<file path="src/hw/rtl/mr_pkg.sv">
`timescale 1ns / 1ps

package mr_pkg;

  // Sizes of the symbol set, the string and the arithmetic.
  localparam int MAX_SYMBOLS = 16;
  localparam int MAX_LENGTH  = 8;
  localparam int VALUE_WIDTH = 20;
  localparam int ENTRY_WIDTH = 19;
  localparam int SYM_WIDTH   = 8;
  localparam int IDX_WIDTH   = $clog2(MAX_SYMBOLS);
  localparam int PLACE_WIDTH = $clog2(MAX_LENGTH);
  localparam int ADDR_WIDTH  = IDX_WIDTH + PLACE_WIDTH;
  localparam int TABLE_DEPTH = MAX_SYMBOLS * MAX_LENGTH;
  localparam int ALPH_WIDTH  = MAX_SYMBOLS * SYM_WIDTH;

  // Configuration port.
  localparam int CFG_DATA_WIDTH  = 64;
  localparam int CFG_INDEX_WIDTH = 2;
  localparam logic [CFG_INDEX_WIDTH-1:0] CFG_ALPHABET_SIZE = 2'd0;
  localparam logic [CFG_INDEX_WIDTH-1:0] CFG_ALPHABET_LOW  = 2'd1;
  localparam logic [CFG_INDEX_WIDTH-1:0] CFG_ALPHABET_HIGH = 2'd2;

  localparam logic [4:0]  SIZE_RESET = 5'd15;
  localparam logic [63:0] LOW_RESET  = 64'd5208208757389214273;
  localparam logic [63:0] HIGH_RESET = 64'd22322617059592777;

  // Operation codes.
  localparam logic OP_UNRANK = 1'b0;
  localparam logic OP_RANK   = 1'b1;

  typedef struct packed {
    logic                   op;
    logic [VALUE_WIDTH-1:0] value;
    logic [SYM_WIDTH-1:0]   symbol;
  } in_t;

  typedef struct packed {
    logic [SYM_WIDTH-1:0]   out_symbol;
    logic [VALUE_WIDTH-1:0] out_value;
    logic                   error;
    logic                   last;
  } out_t;

  typedef logic [TABLE_DEPTH-1:0][ENTRY_WIDTH-1:0] table_t;

  // Pascal recurrence: entry (c, v) is C(c+v, v+1), stored at address c*MAX_LENGTH+v.
  function automatic table_t build_table();
    table_t t;
    t = '0;
    for (int c = 0; c < MAX_SYMBOLS; c++) begin
      for (int v = 0; v < MAX_LENGTH; v++) begin
        if (c == 0) begin
          t[c*MAX_LENGTH+v] = '0;
        end else if (v == 0) begin
          t[c*MAX_LENGTH+v] = ENTRY_WIDTH'(c);
        end else begin
          t[c*MAX_LENGTH+v] = t[c*MAX_LENGTH+v-1] + t[(c-1)*MAX_LENGTH+v];
        end
      end
    end
    return t;
  endfunction

  localparam table_t PLACE_TABLE = build_table();

  // Symbol byte for an index out of the packed alphabet.
  function automatic logic [SYM_WIDTH-1:0] sym_byte(input logic [ALPH_WIDTH-1:0] alph,
                                                    input logic [IDX_WIDTH-1:0]  idx);
    return alph[idx*SYM_WIDTH +: SYM_WIDTH];
  endfunction

endpackage

</file>
<file path="src/hw/rtl/multiset_rank_unrank_top.sv">
`timescale 1ns / 1ps

// Channel   Signals                          Beat
// in        in_valid, in_ready, in_item      one op: unrank value or one rank symbol
// out       out_valid, out_ready, out_item   one symbol, or one finished rank
// cfg       cfg_we, cfg_index, cfg_data      one register write, no wait
//
// Unrank works place by place (S symbols in use, L = S/2 places): each place
// sweeps the table ROM once over all symbols, one read per cycle, then emits.
// Rank matches each symbol with a ROM read, then accumulates. The
// symbol that completes the string is followed by an emit step for the sum.
// Reset is synchronous; the table is constant and needs no clearing.
// A full output register stalls the sequencer only when it has a new beat.
module multiset_rank_unrank_top (
  input  logic                               clk,
  input  logic                               rst,
  input  logic                               in_valid,
  output logic                               in_ready,
  input  mr_pkg::in_t                        in_item,
  output logic                               out_valid,
  input  logic                               out_ready,
  output mr_pkg::out_t                       out_item,
  input  logic                               cfg_we,
  input  logic [mr_pkg::CFG_INDEX_WIDTH-1:0] cfg_index,
  input  logic [mr_pkg::CFG_DATA_WIDTH-1:0]  cfg_data
);
  import mr_pkg::*;

  typedef enum logic [2:0] {
    S_IDLE,
    S_U_SEARCH,
    S_U_DRAIN,
    S_U_EMIT,
    S_R_ADD,
    S_R_EMIT
  } state_t;

  state_t state;

  // Configuration registers.
  logic [4:0]  alphabet_size;
  logic [63:0] alphabet_low;
  logic [63:0] alphabet_high;

  // Unrank working registers.
  logic [VALUE_WIDTH-1:0] rem;
  logic [PLACE_WIDTH-1:0] place;
  logic [IDX_WIDTH-1:0]   cnt;
  logic [IDX_WIDTH-1:0]   cnt_d;
  logic                   rd_valid;
  logic [IDX_WIDTH-1:0]   pick;
  logic [ENTRY_WIDTH-1:0] pick_entry;

  // Rank state and the latched decision for the symbol in flight.
  logic [3:0]             place_count;
  logic [IDX_WIDTH-1:0]   previous_index;
  logic                   have_previous;
  logic [VALUE_WIDTH-1:0] running_sum;
  logic                   rank_failed;
  logic                   r_add;
  logic                   r_fail;
  logic [IDX_WIDTH-1:0]   r_idx;

  logic [4:0]             size_eff;
  logic [3:0]             len;
  logic [ALPH_WIDTH-1:0]  alph;
  logic                   match_found;
  logic [IDX_WIDTH-1:0]   match_idx;
  logic [PLACE_WIDTH-1:0] rank_place;
  logic [ADDR_WIDTH-1:0]  rom_addr;
  logic [ENTRY_WIDTH-1:0] rom_data;
  logic                   slot_free;
  logic                   out_load;
  logic                   search_last;
  logic                   sym_ok;
  logic [3:0]             pc_next;
  logic [VALUE_WIDTH-1:0] rem_after;

  // Effective alphabet size (2..16) and string length.
  always_comb begin
    if (alphabet_size < 5'd2) begin
      size_eff = 5'd2;
    end else if (alphabet_size > 5'(MAX_SYMBOLS)) begin
      size_eff = 5'(MAX_SYMBOLS);
    end else begin
      size_eff = alphabet_size;
    end
  end

  assign len  = size_eff[4:1];
  assign alph = {alphabet_high, alphabet_low};

  mr_sym_match u_match (
    .alph   (alph),
    .size   (size_eff),
    .symbol (in_item.symbol),
    .found  (match_found),
    .idx    (match_idx)
  );

  // Place of the incoming rank symbol; beyond the string it falls to place zero.
  assign rank_place = (place_count < len) ? PLACE_WIDTH'(len - 4'd1 - place_count) : '0;
  assign rom_addr   = (state == S_U_SEARCH) ? {cnt, place} : {match_idx, rank_place};

  mr_table_rom u_rom (
    .clk  (clk),
    .addr (rom_addr),
    .data (rom_data)
  );

  assign in_ready    = (state == S_IDLE);
  assign slot_free   = !out_valid || out_ready;
  assign out_load    = ((state == S_U_EMIT) || (state == S_R_EMIT)) && slot_free;
  assign search_last = ({1'b0, cnt} == (size_eff - 5'd1));
  assign sym_ok      = match_found && !(have_previous && (match_idx > previous_index));
  assign pc_next     = place_count + 4'd1;
  assign rem_after   = rem - VALUE_WIDTH'(pick_entry);

  // Configuration writes.
  always_ff @(posedge clk) begin
    if (rst) begin
      alphabet_size <= SIZE_RESET;
      alphabet_low  <= LOW_RESET;
      alphabet_high <= HIGH_RESET;
    end else if (cfg_we) begin
      case (cfg_index)
        CFG_ALPHABET_SIZE: alphabet_size <= cfg_data[4:0];
        CFG_ALPHABET_LOW:  alphabet_low  <= cfg_data;
        CFG_ALPHABET_HIGH: alphabet_high <= cfg_data;
        default: ;
      endcase
    end
  end

  // Search pipeline: keep the largest symbol whose entry fits the remainder.
  always_ff @(posedge clk) begin
    rd_valid <= (state == S_U_SEARCH);
    cnt_d    <= cnt;
  end

  // Sequencer, rank state and output register.
  always_ff @(posedge clk) begin
    if (rst) begin
      state         <= S_IDLE;
      out_valid     <= 1'b0;
      place_count   <= '0;
      previous_index <= '0;
      have_previous <= 1'b0;
      running_sum   <= '0;
      rank_failed   <= 1'b0;
    end else begin
      if (out_load) begin
        out_valid <= 1'b1;
      end else if (out_ready) begin
        out_valid <= 1'b0;
      end
      if (rd_valid && ({1'b0, rom_data} <= rem)) begin
        pick       <= cnt_d;
        pick_entry <= rom_data;
      end
      case (state)
        S_IDLE: begin
          if (in_valid) begin
            if (in_item.op == OP_UNRANK) begin
              rem            <= in_item.value;
              place          <= PLACE_WIDTH'(len - 4'd1);
              cnt            <= '0;
              pick           <= '0;
              pick_entry     <= '0;
              place_count    <= '0;
              previous_index <= '0;
              have_previous  <= 1'b0;
              running_sum    <= '0;
              rank_failed    <= 1'b0;
              state          <= S_U_SEARCH;
            end else begin
              r_add <= !rank_failed && sym_ok;
              r_fail <= !rank_failed && !sym_ok;
              r_idx <= match_idx;
              state <= S_R_ADD;
            end
          end
        end
        S_U_SEARCH: begin
          cnt <= cnt + 1'b1;
          if (search_last) begin
            state <= S_U_DRAIN;
          end
        end
        S_U_DRAIN: begin
          state <= S_U_EMIT;
        end
        S_U_EMIT: begin
          if (slot_free) begin
            out_item.out_symbol <= sym_byte(alph, pick);
            out_item.out_value  <= '0;
            out_item.error      <= (place == '0) && (rem_after != '0);
            out_item.last       <= (place == '0);
            rem                 <= rem_after;
            if (place == '0) begin
              state <= S_IDLE;
            end else begin
              place      <= place - 1'b1;
              cnt        <= '0;
              pick       <= '0;
              pick_entry <= '0;
              state      <= S_U_SEARCH;
            end
          end
        end
        S_R_ADD: begin
          if (r_add) begin
            running_sum    <= running_sum + VALUE_WIDTH'(rom_data);
            previous_index <= r_idx;
            have_previous  <= 1'b1;
          end
          if (r_fail) begin
            rank_failed <= 1'b1;
          end
          place_count <= pc_next;
          if ((pc_next >= len) || (pc_next == '0)) begin
            state <= S_R_EMIT;
          end else begin
            state <= S_IDLE;
          end
        end
        S_R_EMIT: begin
          if (slot_free) begin
            out_item.out_symbol <= '0;
            out_item.out_value  <= rank_failed ? '0 : running_sum;
            out_item.error      <= rank_failed;
            out_item.last       <= 1'b1;
            place_count         <= '0;
            previous_index      <= '0;
            have_previous       <= 1'b0;
            running_sum         <= '0;
            rank_failed         <= 1'b0;
            state               <= S_IDLE;
          end
        end
        default: begin
          state <= S_IDLE;
        end
      endcase
    end
  end

endmodule

</file>
<file path="src/hw/rtl/mr_table_rom.sv">
`timescale 1ns / 1ps

module mr_table_rom (
  input  logic                          clk,
  input  logic [mr_pkg::ADDR_WIDTH-1:0]  addr,
  output logic [mr_pkg::ENTRY_WIDTH-1:0] data
);
  import mr_pkg::*;

  // Synchronous (registered) read of the constant place table.
  always_ff @(posedge clk) begin
    data <= PLACE_TABLE[addr];
  end

endmodule

</file>
<file path="src/hw/rtl/mr_sym_match.sv">
`timescale 1ns / 1ps

module mr_sym_match (
  input  logic [mr_pkg::ALPH_WIDTH-1:0] alph,
  input  logic [4:0]                    size,
  input  logic [mr_pkg::SYM_WIDTH-1:0]  symbol,
  output logic                          found,
  output logic [mr_pkg::IDX_WIDTH-1:0]  idx
);
  import mr_pkg::*;

  // Compare against every symbol in use; the lowest matching index wins.
  always_comb begin
    found = 1'b0;
    idx   = '0;
    for (int c = MAX_SYMBOLS - 1; c >= 0; c--) begin
      if ((5'(c) < size) && (alph[c*SYM_WIDTH +: SYM_WIDTH] == symbol)) begin
        found = 1'b1;
        idx   = IDX_WIDTH'(c);
      end
    end
  end

endmodule

</file>
<file path="config.mk">
export PLATFORM = sky130hd
export DESIGN_NAME = multiset_rank_unrank_top
export DESIGN_NICKNAME = d
export VERILOG_FILES = /design/src/hw/rtl/mr_pkg.sv /design/src/hw/rtl/multiset_rank_unrank_top.sv /design/src/hw/rtl/mr_table_rom.sv /design/src/hw/rtl/mr_sym_match.sv
export SDC_FILE = /design/constraint.sdc
export NUM_CORES = 1
export LEC_CHECK = 0
export BUFFER_PORTS_ARGS = -buffer_cell sky130_fd_sc_hd__buf_2
export CAP_MARGIN = 20
export CORE_ASPECT_RATIO = 1.4
export CORE_MARGIN = 2
export CORE_UTILIZATION = 66
export DETAILED_ROUTE_END_ITERATION = 7
export GPL_TIMING_DRIVEN = 0
export PLACE_DENSITY = 0.95
export SLEW_MARGIN = 10
export SYNTH_ARGS = -nofsm -noshare
export SYNTH_HDL_FRONTEND = slang
export SYNTH_SLANG_ARGS = --single-unit
</file>
<file path="constraint.sdc">
create_clock -name clk -period 7.12 [get_ports clk]
set_input_delay 0.712 -clock clk [delete_from_list [all_inputs] [get_ports clk]]
set_output_delay 0.712 -clock clk [all_outputs]
set_load 0.02 [all_outputs]
</file>
==> impl_metrics.env <==
export IMPL_outcome="finished, final reports clean"
export IMPL_grt_max_degree=27
export IMPL_cts_setup_buffers=0
export IMPL_root_buffer="clkbuf_16"
export IMPL_p_leak_nw=8.07
export IMPL_layout_drive_gt1_share_pct=13.3
export IMPL_synth_top_cell_area_share_pct=21.4
export IMPL_antenna_cells=0
export IMPL_power_density_mw_per_mm2=267
export IMPL_cts_buffers=26
export IMPL_die_x_microns=143
export IMPL_ys_seq_area_share_pct=35.9
export IMPL_grt_pass1_vias=17480
export IMPL_syn2layout_area_growth_pct=11.1
export IMPL_setup_violations=0
export IMPL_clk_pin_slew_ns=0.07
export IMPL_fin_skew_ns=0.0164
export IMPL_final_common_cell="nand2_1"
export IMPL_gp_congestion=1.08
export IMPL_syn_inst=2039
export IMPL_hold_class="input port to register"
export IMPL_setup_tns_final_ns=0
export IMPL_drt_first_pass_iters=6
export IMPL_antenna_left=0
export IMPL_path_delay_family="buffers and inverters"
export IMPL_maxCapViolCount=0
export IMPL_drtIter0Drc=1539
export IMPL_synthArstFlopShare_pct=0
export IMPL_stdcell_count=2577
export IMPL_synth_cell_type_count=98
export IMPL_synth_main_ff_cell="dfxtp_1"
export IMPL_slowest_delay_ns=0.58
export IMPL_finalCriticalPeriod_ns=5.92
export IMPL_grt_overflow=0
export IMPL_crit_path_max_fanout=12
export IMPL_hold_violations=0
export IMPL_setup_ws_ns=1.20
export IMPL_die_area_sq_mm=0.0284
export IMPL_cp_slowest_cell="buf_1"
export IMPL_relSlewSlack_pct=21.8
export IMPL_rows=71
export IMPL_ys_top_cells_by_area="dfxtp_1, edfxtp_1, nand2_1"
export IMPL_cts_sinks=277
export IMPL_numPortBuffers=122
export IMPL_avgSynthCellArea_sq_um=8.75
export IMPL_fmax_mhz=169
export IMPL_endpoint_kind="register"
export IMPL_yosys_area_top_type="dfxtp_1"
export IMPL_rsz0062_at_grt="false"
export IMPL_synth_warnings=0
export IMPL_final_nets=2392
export IMPL_wire_per_inst_microns=26.1
export IMPL_cts_tree="yes"
export IMPL_dr_total_vias=17228
export IMPL_wl_microns=67200
export IMPL_grt_pass1_wl_microns=101000
export IMPL_dp_cells=2530
export IMPL_worst_pin_slew_ns=1.17
export IMPL_initial_core_util_pct=66.7
export IMPL_start_kind="register"
export IMPL_hpwl_microns=50100
export IMPL_cts_resized=0
export IMPL_synth_ff_latch_count=277
export IMPL_crit_required_ns=7.62
export IMPL_holdBufCountCts=0
export IMPL_dieHeight_microns=199
export IMPL_final_cell_mix="nand2_1, dfxtp_1, a21oi_1"
export IMPL_criticalPathCategory="register to register"
export IMPL_antenna_found_initial=2
export IMPL_slew_violations=0
export IMPL_synth_fp_nets=2237
export IMPL_fill_cells=1831
export IMPL_coreArea_sq_mm=0.0267
export IMPL_dp_slack_ns=1.48
export IMPL_insertion_delay_ns=0.58
export IMPL_critical_path_cell_chain="buf_4 -> inv_1 -> nand2_1 -> ha_1 -> inv_1 -> fa_1 -> xnor2_1 -> xnor2_1 -> o21a_1 -> buf_2 -> clkinv_1 -> clkbuf_1 -> buf_1 -> ha_1 -> clkbuf_1 -> a21o_1 -> o311ai_0 -> o2111a_1 -> a41oi_1 -> a2bb2oi_1 -> nor3_2"
export IMPL_fin_crit_sh_pct=83.1
export IMPL_grt_use_total_pct=47.4
export IMPL_synthesis_area_sq_mm=0.0178
export IMPL_cp_num_buf_inv=8
export IMPL_synth_edf_count=86
export IMPL_peakVddDrop_v=0.000259
export IMPL_fin_util_pct=74.1
export IMPL_placed_area_sq_mm=0.0190
export IMPL_viasPerCell=6.69
export IMPL_cts_buffer_depth=3
export IMPL_cts_max_level=1
export IMPL_final_area_sq_mm=0.0198
export IMPL_ios=132
export IMPL_drc=0
export IMPL_arrival_ns=6.41
## kinds of logic after synthesis
logic type / Yosys count / synth area share, %
fa+ha+maj: 98 / 7.00
buf+inv: 216 / 5.62
mux: 84 / 7.57
xor+xnor: 166 / 8.38
flops: 277 / 35.9
compound gates: 418 / 15.6
simple gates: 780 / 19.9
## worst reg2reg max path, stage by stage (launching register included)
cell and delay (ns):
dfxtp_1 0.36, buf_4 0.19, inv_1 0.21, nand2_1 0.21, ha_1 0.38, inv_1 0.07, fa_1 0.41, xnor2_1 0.24
xnor2_1 0.11, o21a_1 0.18, buf_2 0.22, clkinv_1 0.25, clkbuf_1 0.49, buf_1 0.58, ha_1 0.26, clkbuf_1 0.44
a21o_1 0.16, o311ai_0 0.22, o2111a_1 0.23, a41oi_1 0.31, a2bb2oi_1 0.13, nor3_2 0.17
## layout make-up
cell class,count,area (sq um),area share (%)
Timing Repair Buffer,127,691,3.48
Sequential cell,277,6410,32.3
Tap cell,365,457,2.30
Multi-Input combinational cell,1546,10500,52.8
Buffer,141,722,3.64
Inverter,75,282,1.42
Clock buffer,30,676,3.41
Clock inverter,16,128,0.644
## path summary, 6_finish.rpt
path	depth (start not counted)	to	startpoint	slack [ns]
max	21	u_rom.data[4]	alphabet_size[4]	1.20
min	3	alphabet_low[32]	cfg_data[32]	0.37
max reg2reg	21	u_rom.data[4]	alphabet_size[4]	1.20
min reg2reg	0	cnt_d[2]	cnt[2]	0.39
## state kept, by name (all words and copies together) (netlist names)
name            cells
r_add               1
pick                4
alphabet_low       64
place               3
out_valid           1
place_count         4
rd_valid            1
previous_index      4
state               3
rem                20
alphabet_high      64
have_previous       1
r_idx               4
pick_entry         19
cnt                 4
out_item           30
r_fail              1
u_rom.data         19
running_sum        20
alphabet_size       5
rank_failed         1
cnt_d               4
## power by group
group / leakage (nW) / internal, mW / switching, mW / total (mW)
sequential: 2.37 / 1.77 / 0.150 / 1.92
combinational: 5.31 / 0.708 / 1.29 / 2.00
clock: 0.386 / 0.695 / 0.669 / 1.36
total: 8.07 / 3.17 / 2.11 / 5.29
## synthesized netlist by cell type (6+ instances only)
cell / count
xor2_1: 64
nand2b_1: 18
o21ai_0: 46
o21a_1: 16
xnor2_1: 98
o21ai_1: 13
mux2i_1: 36
edfxtp_1: 86
mux2_2: 6
a21boi_0: 8
a21o_1: 19
clkbuf_1: 78
mux4_2: 40
nand3_1: 80
a31oi_1: 17
a21oi_1: 145
buf_1: 16
nor4_1: 15
o21bai_1: 6
o31ai_1: 6
o211ai_1: 13
nand2_1: 370
buf_4: 12
a211oi_1: 21
a22oi_1: 26
dfxtp_1: 191
inv_1: 72
nand4_1: 23
or2_2: 6
buf_2: 20
and3_1: 7
and2_1: 41
buf_6: 14
ha_1: 95
nor2_1: 126
nor2b_1: 15
nor3_1: 43
## stage by stage
stage          power (mW)  hold WS (ns)
2_1_floorplan        3.19         0.346
3_3_place_gp         3.79         0.360
3_5_place_dp         3.84         0.370
4_1_cts              5.17         0.371
5_1_grt              5.44         0.389
6_report             5.29         0.369
## routing by layer
layer	part of all wire (%)	vias up	GRT usage (%)
li1	-	7526	-
met1	31	8026	46.2
met2	47	1191	79.4
met3	8.7	483	10.3
met4	13	2	50.1
met5	0.019	-	0
(Power assumes the default switching activity.)
